$ cat src/tpmd_pkg.sv
// Shared types and constants for the touch-pad matrix debouncer.
package tpmd_pkg;

   localparam int ROW_WIDTH      = 2;
   localparam int COL_BITS_WIDTH = 3;
   localparam int KEY_WIDTH      = 4;
   localparam int CSR_IDX_WIDTH  = 2;
   localparam int CFG_WIDTH      = 4;

   // Register indexes on the csr port
   localparam logic [CSR_IDX_WIDTH-1:0] REG_COUNT_FLOOR   = 2'd0;
   localparam logic [CSR_IDX_WIDTH-1:0] REG_COUNT_CEILING = 2'd1;
   localparam logic [CSR_IDX_WIDTH-1:0] REG_RELEASE_BELOW = 2'd2;
   localparam logic [CSR_IDX_WIDTH-1:0] REG_PRESS_ABOVE   = 2'd3;

   // Register reset values
   localparam logic [CFG_WIDTH-1:0] FLOOR_RESET   = 4'd2;
   localparam logic [CFG_WIDTH-1:0] CEILING_RESET = 4'd6;
   localparam logic [CFG_WIDTH-1:0] RELEASE_RESET = 4'd3;
   localparam logic [CFG_WIDTH-1:0] PRESS_RESET   = 4'd5;

   typedef struct packed {
      logic [CFG_WIDTH-1:0] count_floor;
      logic [CFG_WIDTH-1:0] count_ceiling;
      logic [CFG_WIDTH-1:0] release_below;
      logic [CFG_WIDTH-1:0] press_above;
   } cfg_type;

endpackage

$ cat src/touch_pad_matrix_debouncer.sv
// Top level of the touch-pad matrix debouncer: config registers, column lanes, merge, output buffer.
// Event words are registered: into the main register, or into the skid while the main one is held.
// Throughput: one scan per cycle while req_ready is high; the lanes read, update and write back the
// scanned row's counters in the accept cycle, so scans of the same row may follow back to back.
// Output: a main register plus a skid register; req_ready drops only while the skid is full.
// Reset (synchronous): config registers to floor 2, ceiling 6, release 3, press 5,
// every pad counter to the floor reset value, every pad released, output buffer empty.
module touch_pad_matrix_debouncer #(
   parameter int ROWS        = 3,
   parameter int COLS        = 3,
   parameter int COUNT_WIDTH = 4
) (
   input  logic                                 clock,
   input  logic                                 reset,
   // scan words in
   input  logic                                 req_valid,
   output logic                                 req_ready,
   input  logic [tpmd_pkg::ROW_WIDTH-1:0]       req_row,
   input  logic [tpmd_pkg::COL_BITS_WIDTH-1:0]  req_col_bits,
   // event words out
   output logic                                 rsp_valid,
   input  logic                                 rsp_ready,
   output logic                                 rsp_press_event,
   output logic [tpmd_pkg::KEY_WIDTH-1:0]       rsp_key_index,
   // register writes
   input  logic                                 csr_write_en,
   input  logic [tpmd_pkg::CSR_IDX_WIDTH-1:0]   csr_index,
   input  logic [tpmd_pkg::CFG_WIDTH-1:0]       csr_wdata
);

   localparam int RIDX_WIDTH = (ROWS > 1) ? $clog2(ROWS) : 1;

   // ---------------------------------------------------------------
   // Configuration registers
   // ---------------------------------------------------------------
   tpmd_pkg::cfg_type cfg_ff;

   always_ff @(posedge clock) begin
      if (reset) begin
         cfg_ff.count_floor   <= tpmd_pkg::FLOOR_RESET;
         cfg_ff.count_ceiling <= tpmd_pkg::CEILING_RESET;
         cfg_ff.release_below <= tpmd_pkg::RELEASE_RESET;
         cfg_ff.press_above   <= tpmd_pkg::PRESS_RESET;
      end else if (csr_write_en) begin
         case (csr_index)
            tpmd_pkg::REG_COUNT_FLOOR:   cfg_ff.count_floor   <= csr_wdata;
            tpmd_pkg::REG_COUNT_CEILING: cfg_ff.count_ceiling <= csr_wdata;
            tpmd_pkg::REG_RELEASE_BELOW: cfg_ff.release_below <= csr_wdata;
            tpmd_pkg::REG_PRESS_ABOVE:   cfg_ff.press_above   <= csr_wdata;
            default: ;
         endcase
      end
   end

   // ---------------------------------------------------------------
   // Input handshake and row decode
   // ---------------------------------------------------------------
   logic                  push;
   logic                  pop;
   logic                  row_ok;
   logic                  lane_update;
   logic [RIDX_WIDTH-1:0] row_idx;

   assign push        = req_valid && req_ready;
   assign pop         = rsp_valid && rsp_ready;
   // a row beyond the matrix touches no state and yields an empty word
   assign row_ok      = int'(req_row) < ROWS;
   assign lane_update = push && row_ok;
   assign row_idx     = RIDX_WIDTH'(req_row);

   // ---------------------------------------------------------------
   // Column lanes: one integrator bank per column, all updated together
   // ---------------------------------------------------------------
   logic [COLS-1:0] lane_event;
   logic [COLS-1:0] lane_event_ok;

   for (genvar c = 0; c < COLS; c++) begin : g_lane
      logic touched;
      if (c < tpmd_pkg::COL_BITS_WIDTH) begin : g_sensed
         assign touched = req_col_bits[c];
      end else begin : g_unsensed
         // columns without a sense bit always count down
         assign touched = 1'b0;
      end

      tpmd_lane #(
         .ROWS        (ROWS),
         .COUNT_WIDTH (COUNT_WIDTH),
         .RIDX_WIDTH  (RIDX_WIDTH)
      ) u_lane (
         .clock       (clock),
         .reset       (reset),
         .update      (lane_update),
         .row_idx     (row_idx),
         .touched     (touched),
         .cfg         (cfg_ff),
         .press_event (lane_event[c])
      );
   end

   assign lane_event_ok = row_ok ? lane_event : '0;

   // ---------------------------------------------------------------
   // Merge: highest newly pressed pad of the row
   // ---------------------------------------------------------------
   logic                           merged_event;
   logic [tpmd_pkg::KEY_WIDTH-1:0] merged_key;

   tpmd_merge #(
      .COLS        (COLS)
   ) u_merge (
      .lane_event  (lane_event_ok),
      .row         (req_row),
      .press_event (merged_event),
      .key_index   (merged_key)
   );

   // ---------------------------------------------------------------
   // Output buffer: main register with a skid register behind it
   // ---------------------------------------------------------------
   logic                           main_valid_ff;
   logic                           main_event_ff;
   logic [tpmd_pkg::KEY_WIDTH-1:0] main_key_ff;
   logic                           skid_valid_ff;
   logic                           skid_event_ff;
   logic [tpmd_pkg::KEY_WIDTH-1:0] skid_key_ff;

   // take a new word whenever the skid is free
   assign req_ready = !skid_valid_ff;

   always_ff @(posedge clock) begin
      if (reset) begin
         main_valid_ff <= 1'b0;
         skid_valid_ff <= 1'b0;
      end else if (skid_valid_ff) begin
         // advance the skid word into the main register once the head leaves
         if (pop) begin
            skid_valid_ff <= 1'b0;
         end
      end else if (push) begin
         if (main_valid_ff && !pop) begin
            skid_valid_ff <= 1'b1;
         end else begin
            main_valid_ff <= 1'b1;
         end
      end else if (pop) begin
         main_valid_ff <= 1'b0;
      end
   end

   always_ff @(posedge clock) begin
      if (skid_valid_ff) begin
         if (pop) begin
            main_event_ff <= skid_event_ff;
            main_key_ff   <= skid_key_ff;
         end
      end else if (push) begin
         if (main_valid_ff && !pop) begin
            skid_event_ff <= merged_event;
            skid_key_ff   <= merged_key;
         end else begin
            main_event_ff <= merged_event;
            main_key_ff   <= merged_key;
         end
      end
   end

   assign rsp_valid       = main_valid_ff;
   assign rsp_press_event = main_event_ff;
   assign rsp_key_index   = main_key_ff;

endmodule

$ cat src/tpmd_lane.sv
// One column lane: integrating counters and press flags for every row of one column.
module tpmd_lane #(
   parameter int ROWS        = 3,
   parameter int COUNT_WIDTH = 4,
   parameter int RIDX_WIDTH  = 2
) (
   input  logic                  clock,
   input  logic                  reset,
   input  logic                  update,
   input  logic [RIDX_WIDTH-1:0] row_idx,
   input  logic                  touched,
   input  tpmd_pkg::cfg_type     cfg,
   output logic                  press_event
);

   localparam int EW = ((COUNT_WIDTH > tpmd_pkg::CFG_WIDTH) ?
                        COUNT_WIDTH : tpmd_pkg::CFG_WIDTH) + 1;
   localparam logic [COUNT_WIDTH-1:0] COUNT_RESET = COUNT_WIDTH'(tpmd_pkg::FLOOR_RESET);

   logic [COUNT_WIDTH-1:0] count_ff [ROWS];
   logic                   pressed_ff [ROWS];

   logic [COUNT_WIDTH-1:0] old_count;
   logic                   old_pressed;
   logic [EW-1:0]          sum;
   logic                   underflow;
   logic [EW-1:0]          floor_e;
   logic [EW-1:0]          ceil_e;
   logic [EW-1:0]          clamped;
   logic [COUNT_WIDTH-1:0] count_in;
   logic                   pressed_in;

   assign old_count   = count_ff[row_idx];
   assign old_pressed = pressed_ff[row_idx];
   assign floor_e     = EW'(cfg.count_floor);
   assign ceil_e      = EW'(cfg.count_ceiling);

   always_comb begin
      underflow = 1'b0;
      if (touched) begin
         sum = EW'(old_count) + EW'(1);
      end else if (old_count == '0) begin
         sum       = '0;
         underflow = 1'b1;
      end else begin
         sum = EW'(old_count) - EW'(1);
      end

      // floor first, ceiling second: ceiling wins when they cross
      clamped = (underflow || (sum < floor_e)) ? floor_e : sum;
      if (clamped > ceil_e) begin
         clamped = ceil_e;
      end
      count_in = clamped[COUNT_WIDTH-1:0];

      pressed_in  = old_pressed;
      press_event = 1'b0;
      if (EW'(count_in) < EW'(cfg.release_below)) begin
         pressed_in = 1'b0;
      end
      if ((EW'(count_in) > EW'(cfg.press_above)) && !pressed_in) begin
         pressed_in  = 1'b1;
         press_event = 1'b1;
      end
   end

   always_ff @(posedge clock) begin
      if (reset) begin
         for (int r = 0; r < ROWS; r++) begin
            count_ff[r]   <= COUNT_RESET;
            pressed_ff[r] <= 1'b0;
         end
      end else if (update) begin
         count_ff[row_idx]   <= count_in;
         pressed_ff[row_idx] <= pressed_in;
      end
   end

endmodule

$ cat src/tpmd_merge.sv
// Merge stage: picks the highest column that reported a new press and forms its key index.
module tpmd_merge #(
   parameter int COLS = 3
) (
   input  logic [COLS-1:0]                    lane_event,
   input  logic [tpmd_pkg::ROW_WIDTH-1:0]     row,
   output logic                               press_event,
   output logic [tpmd_pkg::KEY_WIDTH-1:0]     key_index
);

   localparam int CIDX_WIDTH = (COLS > 1) ? $clog2(COLS) : 1;

   logic [CIDX_WIDTH-1:0] col_sel;

   always_comb begin
      col_sel     = '0;
      press_event = 1'b0;
      for (int c = 0; c < COLS; c++) begin
         if (lane_event[c]) begin
            col_sel     = CIDX_WIDTH'(c);
            press_event = 1'b1;
         end
      end
      key_index = '0;
      if (press_event) begin
         key_index = tpmd_pkg::KEY_WIDTH'(int'(row) * COLS + int'(col_sel));
      end
   end

endmodule

$ cat config.mk
export PLATFORM = sky130hd
export DESIGN_NAME = touch_pad_matrix_debouncer
export DESIGN_NICKNAME = d
export VERILOG_FILES = /design/src/tpmd_pkg.sv /design/src/touch_pad_matrix_debouncer.sv /design/src/tpmd_lane.sv /design/src/tpmd_merge.sv
export SDC_FILE = /design/constraint.sdc
export NUM_CORES = 1
export LEC_CHECK = 0
export ABC_AREA = 1
export BUFFER_PORTS_ARGS = -buffer_cell sky130_fd_sc_hd__buf_2
export CORE_UTILIZATION = 65
export CTS_BUF_LIST = sky130_fd_sc_hd__clkbuf_8
export CTS_CLUSTER_DIAMETER = 30
export DETAILED_ROUTE_END_ITERATION = 8
export PLACE_DENSITY = 0.83
export SLEW_MARGIN = 10
export SYNTH_ARGS = -nofsm -noshare
export SYNTH_HDL_FRONTEND = slang
export SYNTH_SLANG_ARGS = --single-unit
$ cat constraint.sdc
create_clock -name clock -period 8 [get_ports clock]
set_input_delay 0.4 -clock clock [delete_from_list [all_inputs] [get_ports clock]]
set_output_delay 0.4 -clock clock [all_outputs]
set_load 0.02 [all_outputs]
Word level (Yosys, flattened, before mapping). Memory sizes are Yosys's and may differ from the RTL's. Cells that the tools add are included.

$add $sub $neg: 7. Multipliers: 1. Order comparisons: 13. Eq/ne operators: 6. Muxes and demuxes: 72. Bitwise operators: 1. Reductions and logical operators: 34.

Operators with widths (number): $mux W5 (9); $mux W1 (44); $mux W4 (11); $add A4 B1 Y5 const B (3); $gt A5 B4 Y1 (3); $lt A5 B4 Y1 (3); $sub A4 B1 Y5 const B (3); $mux W2 (7); $gt A4 B4 Y1 (3); $logic_not A4 Y1 (3); $lt A4 B4 Y1 (3); $reduce_or A4 Y1 (3); $reduce_and A3 Y1 (3); $reduce_and A2 Y1 (4); $logic_and A1 B1 Y1 (7); $ne A2 B2 Y1 const B (3); $logic_not A1 Y1 (5); $add A4 B3 Y4 (1); $eq A2 B2 Y1 const B (2); $mul A2 B2 Y4 const B (1); $reduce_bool A2 Y1 (2); $logic_or A1 B1 Y1 (3); $mux W3 (1); $reduce_or A1 Y1 (3); 4 further kinds (4).

Bits in registers: 28. RAM bits: 45. Bits of input ports: 16. Output and inout port bits: 7. Logic and storage cells: 150. Memories: 6.

Memory list: g_lane[0].u_lane.count_ff (words 3, width 4, rd ports 1, clocked after memory_dff 0, write ports 3, RTL line tpmd_lane.sv:20) `logic [COUNT_WIDTH-1:0] count_ff [ROWS];`; g_lane[1].u_lane.count_ff (words 3, width 4, rd ports 1, clocked after memory_dff 0, write ports 3, RTL line tpmd_lane.sv:20); g_lane[2].u_lane.count_ff (words 3, width 4, rd ports 1, clocked after memory_dff 0, write ports 3, RTL line tpmd_lane.sv:20); g_lane[0].u_lane.pressed_ff (words 3, width 1, rd ports 1, clocked after memory_dff 0, write ports 3, RTL line tpmd_lane.sv:21) `logic pressed_ff [ROWS];`; g_lane[1].u_lane.pressed_ff (words 3, width 1, rd ports 1, clocked after memory_dff 0, write ports 3, RTL line tpmd_lane.sv:21); g_lane[2].u_lane.pressed_ff (words 3, width 1, rd ports 1, clocked after memory_dff 0, write ports 3, RTL line tpmd_lane.sv:21).

Depth between registers and ports, before layout. An unclocked memory read counts as a cell.

Depth after elaboration: 22. Depth in mapped cells: 44. Depth with buffers taken out: 42.

By module. A second synthesis with hierarchy kept.

Cell total of the unflattened synthesis: 792. Area total of the unflattened synthesis: 6192.2 um^2.

Modules (own cells, without submodules): tpmd_lane (g_lane[1].u_lane) (instances 1, cells an instance 209, area each 1671.6 um^2, seq. area each 600.6 um^2); tpmd_lane (g_lane[0].u_lane) (instances 1, cells an instance 209, area each 1654.1 um^2, seq. area each 600.6 um^2); tpmd_lane (g_lane[2].u_lane) (instances 1, cells an instance 209, area each 1597.8 um^2, seq. area each 600.6 um^2); touch_pad_matrix_debouncer (instances 1, cells an instance 149, area each 1151.1 um^2, seq. area each 660.6 um^2); tpmd_merge (instances 1, cells an instance 16, area each 117.6 um^2, seq. area each 0.0 um^2).

Least setup slack after synthesis. OpenSTA, ideal clock, no wires.

Kind: in2reg. Start: input port req_row[0] in the netlist's numbering. End: register main_key_ff, in the netlist rsp_key_index[2], data pin. Setup time: 0.254 ns. Arrival time: 5.744 ns. Required time: 7.746 ns. Setup slack: 2.002 ns. Cell stages on the path: 37. Buffers on the path: 3. Cell sequence: buf_6 buf_8 buf_6 a21oi_1 a32oi_2 inv_1 ha_1 inv_1 nor3_1 a211oi_1 nor3b_2 ha_1 a21oi_1 nand2_1 nand2_1 nand2_4 nand2_4 nor2_1 a21oi_1 ha_1 a21oi_1 o21ai_0 a21o_1 a21oi_4 o21ai_0 ha_1 a21oi_1 o21ai_0 o21ai_0 nor2_1 nand2_2 inv_1 fa_1 ha_1 fa_1 nand3_1 nand2_1.

Elaborated cells between the ends (all ways): 73. Classes of those cells: add/sub (7); mul (1); order compare (13); mux (34); reduce/logical (12); memory (6).

RTL lines: start: declaration (RTL line touch_pad_matrix_debouncer.sv:18) `input logic [tpmd_pkg::ROW_WIDTH-1:0] req_row,`; $mem_v2 Z3 W4 *; $sub A4 B1 Y5 / $logic_not A4 Y1 (equally long branches) (RTL line tpmd_lane.sv:46, tpmd_lane.sv:42); $mux W5 (RTL line tpmd_lane.sv:42) `end else if (old_count == '0) begin`; $mux W5 (RTL line tpmd_lane.sv:40) `if (touched) begin`; $lt A5 B4 Y1 (RTL line tpmd_lane.sv:50) `clamped = (underflow || (sum < floor_e)) ? floor_e : sum;`; $logic_or A1 B1 Y1 (RTL line tpmd_lane.sv:50); $mux W5 * (RTL line tpmd_lane.sv:50); $gt A5 B4 Y1 (RTL line tpmd_lane.sv:51) `if (clamped > ceil_e) begin`; [... 1 more ...]; net g_lane[2].u_lane.clamped[1] (RTL line tpmd_lane.sv:29) `logic [EW-1:0] clamped;`; [... 4 more ...]; $mux W1 * (RTL line tpmd_lane.sv:61) `if ((EW'(count_in) > EW'(cfg.press_above)) && !pressed_in) begin`; $mux W3 * (RTL line touch_pad_matrix_debouncer.sv:101) `assign lane_event_ok = row_ok ? lane_event : '0;`; $mux W2 (RTL line tpmd_merge.sv:19) `if (lane_event[c]) begin`; $add A4 B3 Y4 (RTL line tpmd_merge.sv:26) `key_index = tpmd_pkg::KEY_WIDTH'(int'(row) * COLS + int'(col_sel));`; $mux W4 * (RTL line tpmd_merge.sv:25) `if (press_event) begin`; $mux W4 * (RTL line touch_pad_matrix_debouncer.sv:158) `if (main_valid_ff && !pop) begin`; $mux W4 * (RTL line touch_pad_matrix_debouncer.sv:157) `end else if (push) begin`; $mux W4 * (RTL line touch_pad_matrix_debouncer.sv:152) `if (skid_valid_ff) begin`; end signal: assignment (RTL line touch_pad_matrix_debouncer.sv:155) `main_key_ff <= skid_key_ff;`; end signal: assignment (RTL line touch_pad_matrix_debouncer.sv:163) `main_key_ff <= merged_key;`; end: declaration (RTL line touch_pad_matrix_debouncer.sv:123) `logic [tpmd_pkg::KEY_WIDTH-1:0] main_key_ff;`.

Mark *: on every way through the listed nets, which the timed path passes. The rest lies on a longest branch. The select of a mux whose other input is x is not followed. A chain may end at the register's enable or synchronous reset.

Final worst setup path. Same ends and word-level chain as after synthesis.

==> out/metrics.yaml <==
syn2layout_area_growth_pct: 7.22
layout_commonest_cell: "nand2_1"
dieArea_um2: 9150
p_clk_share_pct: 17.8
yosys_most_used_dff: "edfxtp_1"
slew_headroom_pct: 42.4
end_kind: "flip-flop"
clk_pin_slew_worst_paths_ps: 90
use_met1_pct: 36.5
final_hold_viol_count: 0
grt_pass1_wl_um: 20700
required_ps: 8140
synth_edf_count: 70
p_seq_share_pct: 34.4
final_nets: 775
drt-initial-drc-count: 354
max_freq_mhz: 147
hp-start: "reset"
final_cells: 813
ios: 23
core-area_um2: 8340
cpPeakStageDelay_ps: 460
rsz0062_at_grt: "no"
cts_sinks: 88
design_area_um2: 6110
r2r_end: "rsp_key_index[2]"
vdd.ir_drop.worst_mv: 0.183
r2r_slack_ps: 1540
total_leakage_power_uw: 0.00289
grt_pass1_vias: 4496
portBuffers: 22
postPlaceCellArea_um2: 5910
drv_slew: 0
critical-path-top-delay-family: "adder cells"
via_count: 4650
yosysSeqAreaShare_pct: 43.2
drive_above_1_share_pct: 12.7
min_to: "skid_valid_ff"
synth_cell_types: 44
clock_latency_ps: 370
placed_cells: 797
power_per_cell_area_nw_per_um2: 293
cp_max_fo: 20
avgViaCountPerCell: 5.72
ff2ff_path_depth: 37
num_antenna_cells: 0
die_w_um: 95.7
drtPass1Iterations: 5
fill_cells: 635
cts_hold_buf: 0
dp.final_hpwl_um: 9800
ant_nets: 0
worst_slew_pin_slew_ps: 854
comb_power_share_pct: 47.7
grt_use_met2_pct: 53.3
p_int_uw: 1020
cp.buffers_inverters: 6
min_period_ps: 6820
cts_made_buffers: 9
async_flop_share_pct: 0
final_cell_mix: "nand2_1 (165), inv_1 (83), edfxtp_1 (70), nor2_1 (64), ha_1 (54)"
finalCritPeriodShare_pct: 85.3
die_h_um: 95.7
clockBufferDepth: 2
wl_um: 13100
finalSetupViolations: 0
criticalPathCategory: "input pin to flip-flop"
cts_tree: "done"
min_path_cells: 2
cpMostUsedCell: "nand2_1"
syn-cell-area_um2: 5700
setup_tns_ps: 0
grt-ovfl-total: 0
grt_max_degree: 21
p_total_uw: 1790
row_count: 33
netlist_instances: 668
initial_core_util_pct: 68.4
grtUsageMet3_pct: 6.30
outcome: "complete, no violations"
fin_skew_ps: 13.2
h-tree-depth: 3
grt_antenna_before_repair: 0
place_congestion: 0.886
hp-class: "input pin to flip-flop"
cts_setup_buffers: 0
p_sw_share_pct: 42.9
power_switching_uw: 770
grt_usage_pct: 30.9
ys_ff_latch: 88
cts_resized: 0
slowest_stage: "fa_1"
grt.busiest_layer: "met2"
routedWlPerCell_um: 16.1
root_buffer: "clkbuf_8"
cp.arrival_ps: 6960
yosysWarnings: 0
drcViolationCount: 0
postSynthAreaPerCell_um2: 8.54
drv.max_cap_violation_count: 0
cp-start-kind: "input pin"
rr_startpoint: "g_lane[2].u_lane.count_ff[0][1]"
-- stage by stage --
stage / setup slack (ps) / util (%) / hold WS [ps]
floorplan: 2000 / - / 469
global placement: 1110 / 70.8 / 496
detailed placement: 855 / 70.8 / 501
CTS: 1230 / 73.3 / 235
global route: 605 / 73.3 / 241
finish: 1180 / 73.3 / 234
-- power groups by stage --
stage	clock network, uW	logic [uW]	registers, uW
3_5_place_dp	0	840	628
6_report	319	856	618
4_1_cts	319	846	617
5_1_grt	334	971	623
2_1_floorplan	0	609	638
3_3_place_gp	0	779	627
-- logic make-up (layout without fill, tap and decap cells) --
| logic type | count (synthesis) | count (layout) | share of synthesized area, % |
|---|---|---|---|
| other | 1 | 15 | 0.0658 |
| buffers and inverters | 103 | 129 | 7.70 |
| XOR/XNOR | 5 | 5 | 0.768 |
| flip-flops | 88 | 88 | 43.2 |
| adder cells (fa/ha/maj) | 56 | 56 | 12.5 |
| AND/OR/NAND/NOR | 311 | 311 | 24.7 |
| AO/OA/AOI/OAI | 104 | 104 | 11.1 |
-- metal layers --
| metal | wire, um | vias to the layer above | part of all wire [%] |
|---|---|---|---|
| met5 | 0 | - | 0 |
| met3 | 877 | 35 | 6.7 |
| met2 | 6430 | 179 | 49 |
| met4 | 464 | 0 | 3.6 |
| met1 | 5290 | 2161 | 40 |
| li1 | - | 2275 | - |
-- synthesized netlist by cell type, types with 12 or more instances --
| cell | number | share of area (%) |
|---|---|---|
| o21ai_0 | 38 | 3.3 |
| nor3_1 | 12 | 1.1 |
| ha_1 | 54 | 12 |
| nor2_1 | 64 | 4.2 |
| nand2_1 | 165 | 11 |
| inv_1 | 83 | 5.5 |
| nand3_1 | 28 | 2.5 |
| nand2_2 | 18 | 2.0 |
| edfxtp_1 | 70 | 37 |
| dfxtp_1 | 18 | 6.3 |
| a21oi_1 | 35 | 3.1 |
-- layout make-up --
type	instances	area [um2]	share of cell area [%]
clock buffer	9	124	2.03
clock inverter	7	83.8	1.37
inverter	89	334	5.46
multi-input combinational	491	2850	46.7
sequential	88	2460	40.3
tap	105	131	2.15
timing repair buffer	24	125	2.05
-- worst register-to-register path, delay by kind of cell (launching register included) --
kind,cells,cell delay [ps]
flops,1,360
compound gates,11,2040
buf+inv,4,340
simple gates,15,1160
fa+ha+maj,7,2340
-- sequential cells by signal (all words and copies together), names as in the netlist --
| register | flops |
|---|---|
| rsp_valid | 1 |
| rsp_press_event | 1 |
| skid_event_ff | 1 |
| cfg_ff | 16 |
| skid_valid_ff | 1 |
| skid_key_ff | 4 |
| rsp_key_index | 4 |
| g_lane.u_lane.pressed_ff | 12 |
| g_lane.u_lane.count_ff | 48 |
-- worst max-delay path by stage --
stage	startpoint	to	slack [ps]	depth (start not counted)
2_1_floorplan	req_row[0]	rsp_key_index[2]	2000	37
3_3_place_gp	req_row[0]	rsp_key_index[2]	1110	37
3_5_place_dp	req_row[0]	rsp_key_index[2]	850	38
4_1_cts	req_row[0]	rsp_key_index[2]	1230	38
5_1_grt	req_row[0]	rsp_key_index[2]	600	39
6_report	req_row[0]	rsp_key_index[2]	1180	40
No activity file was read; power rests on OpenSTA's default activity.
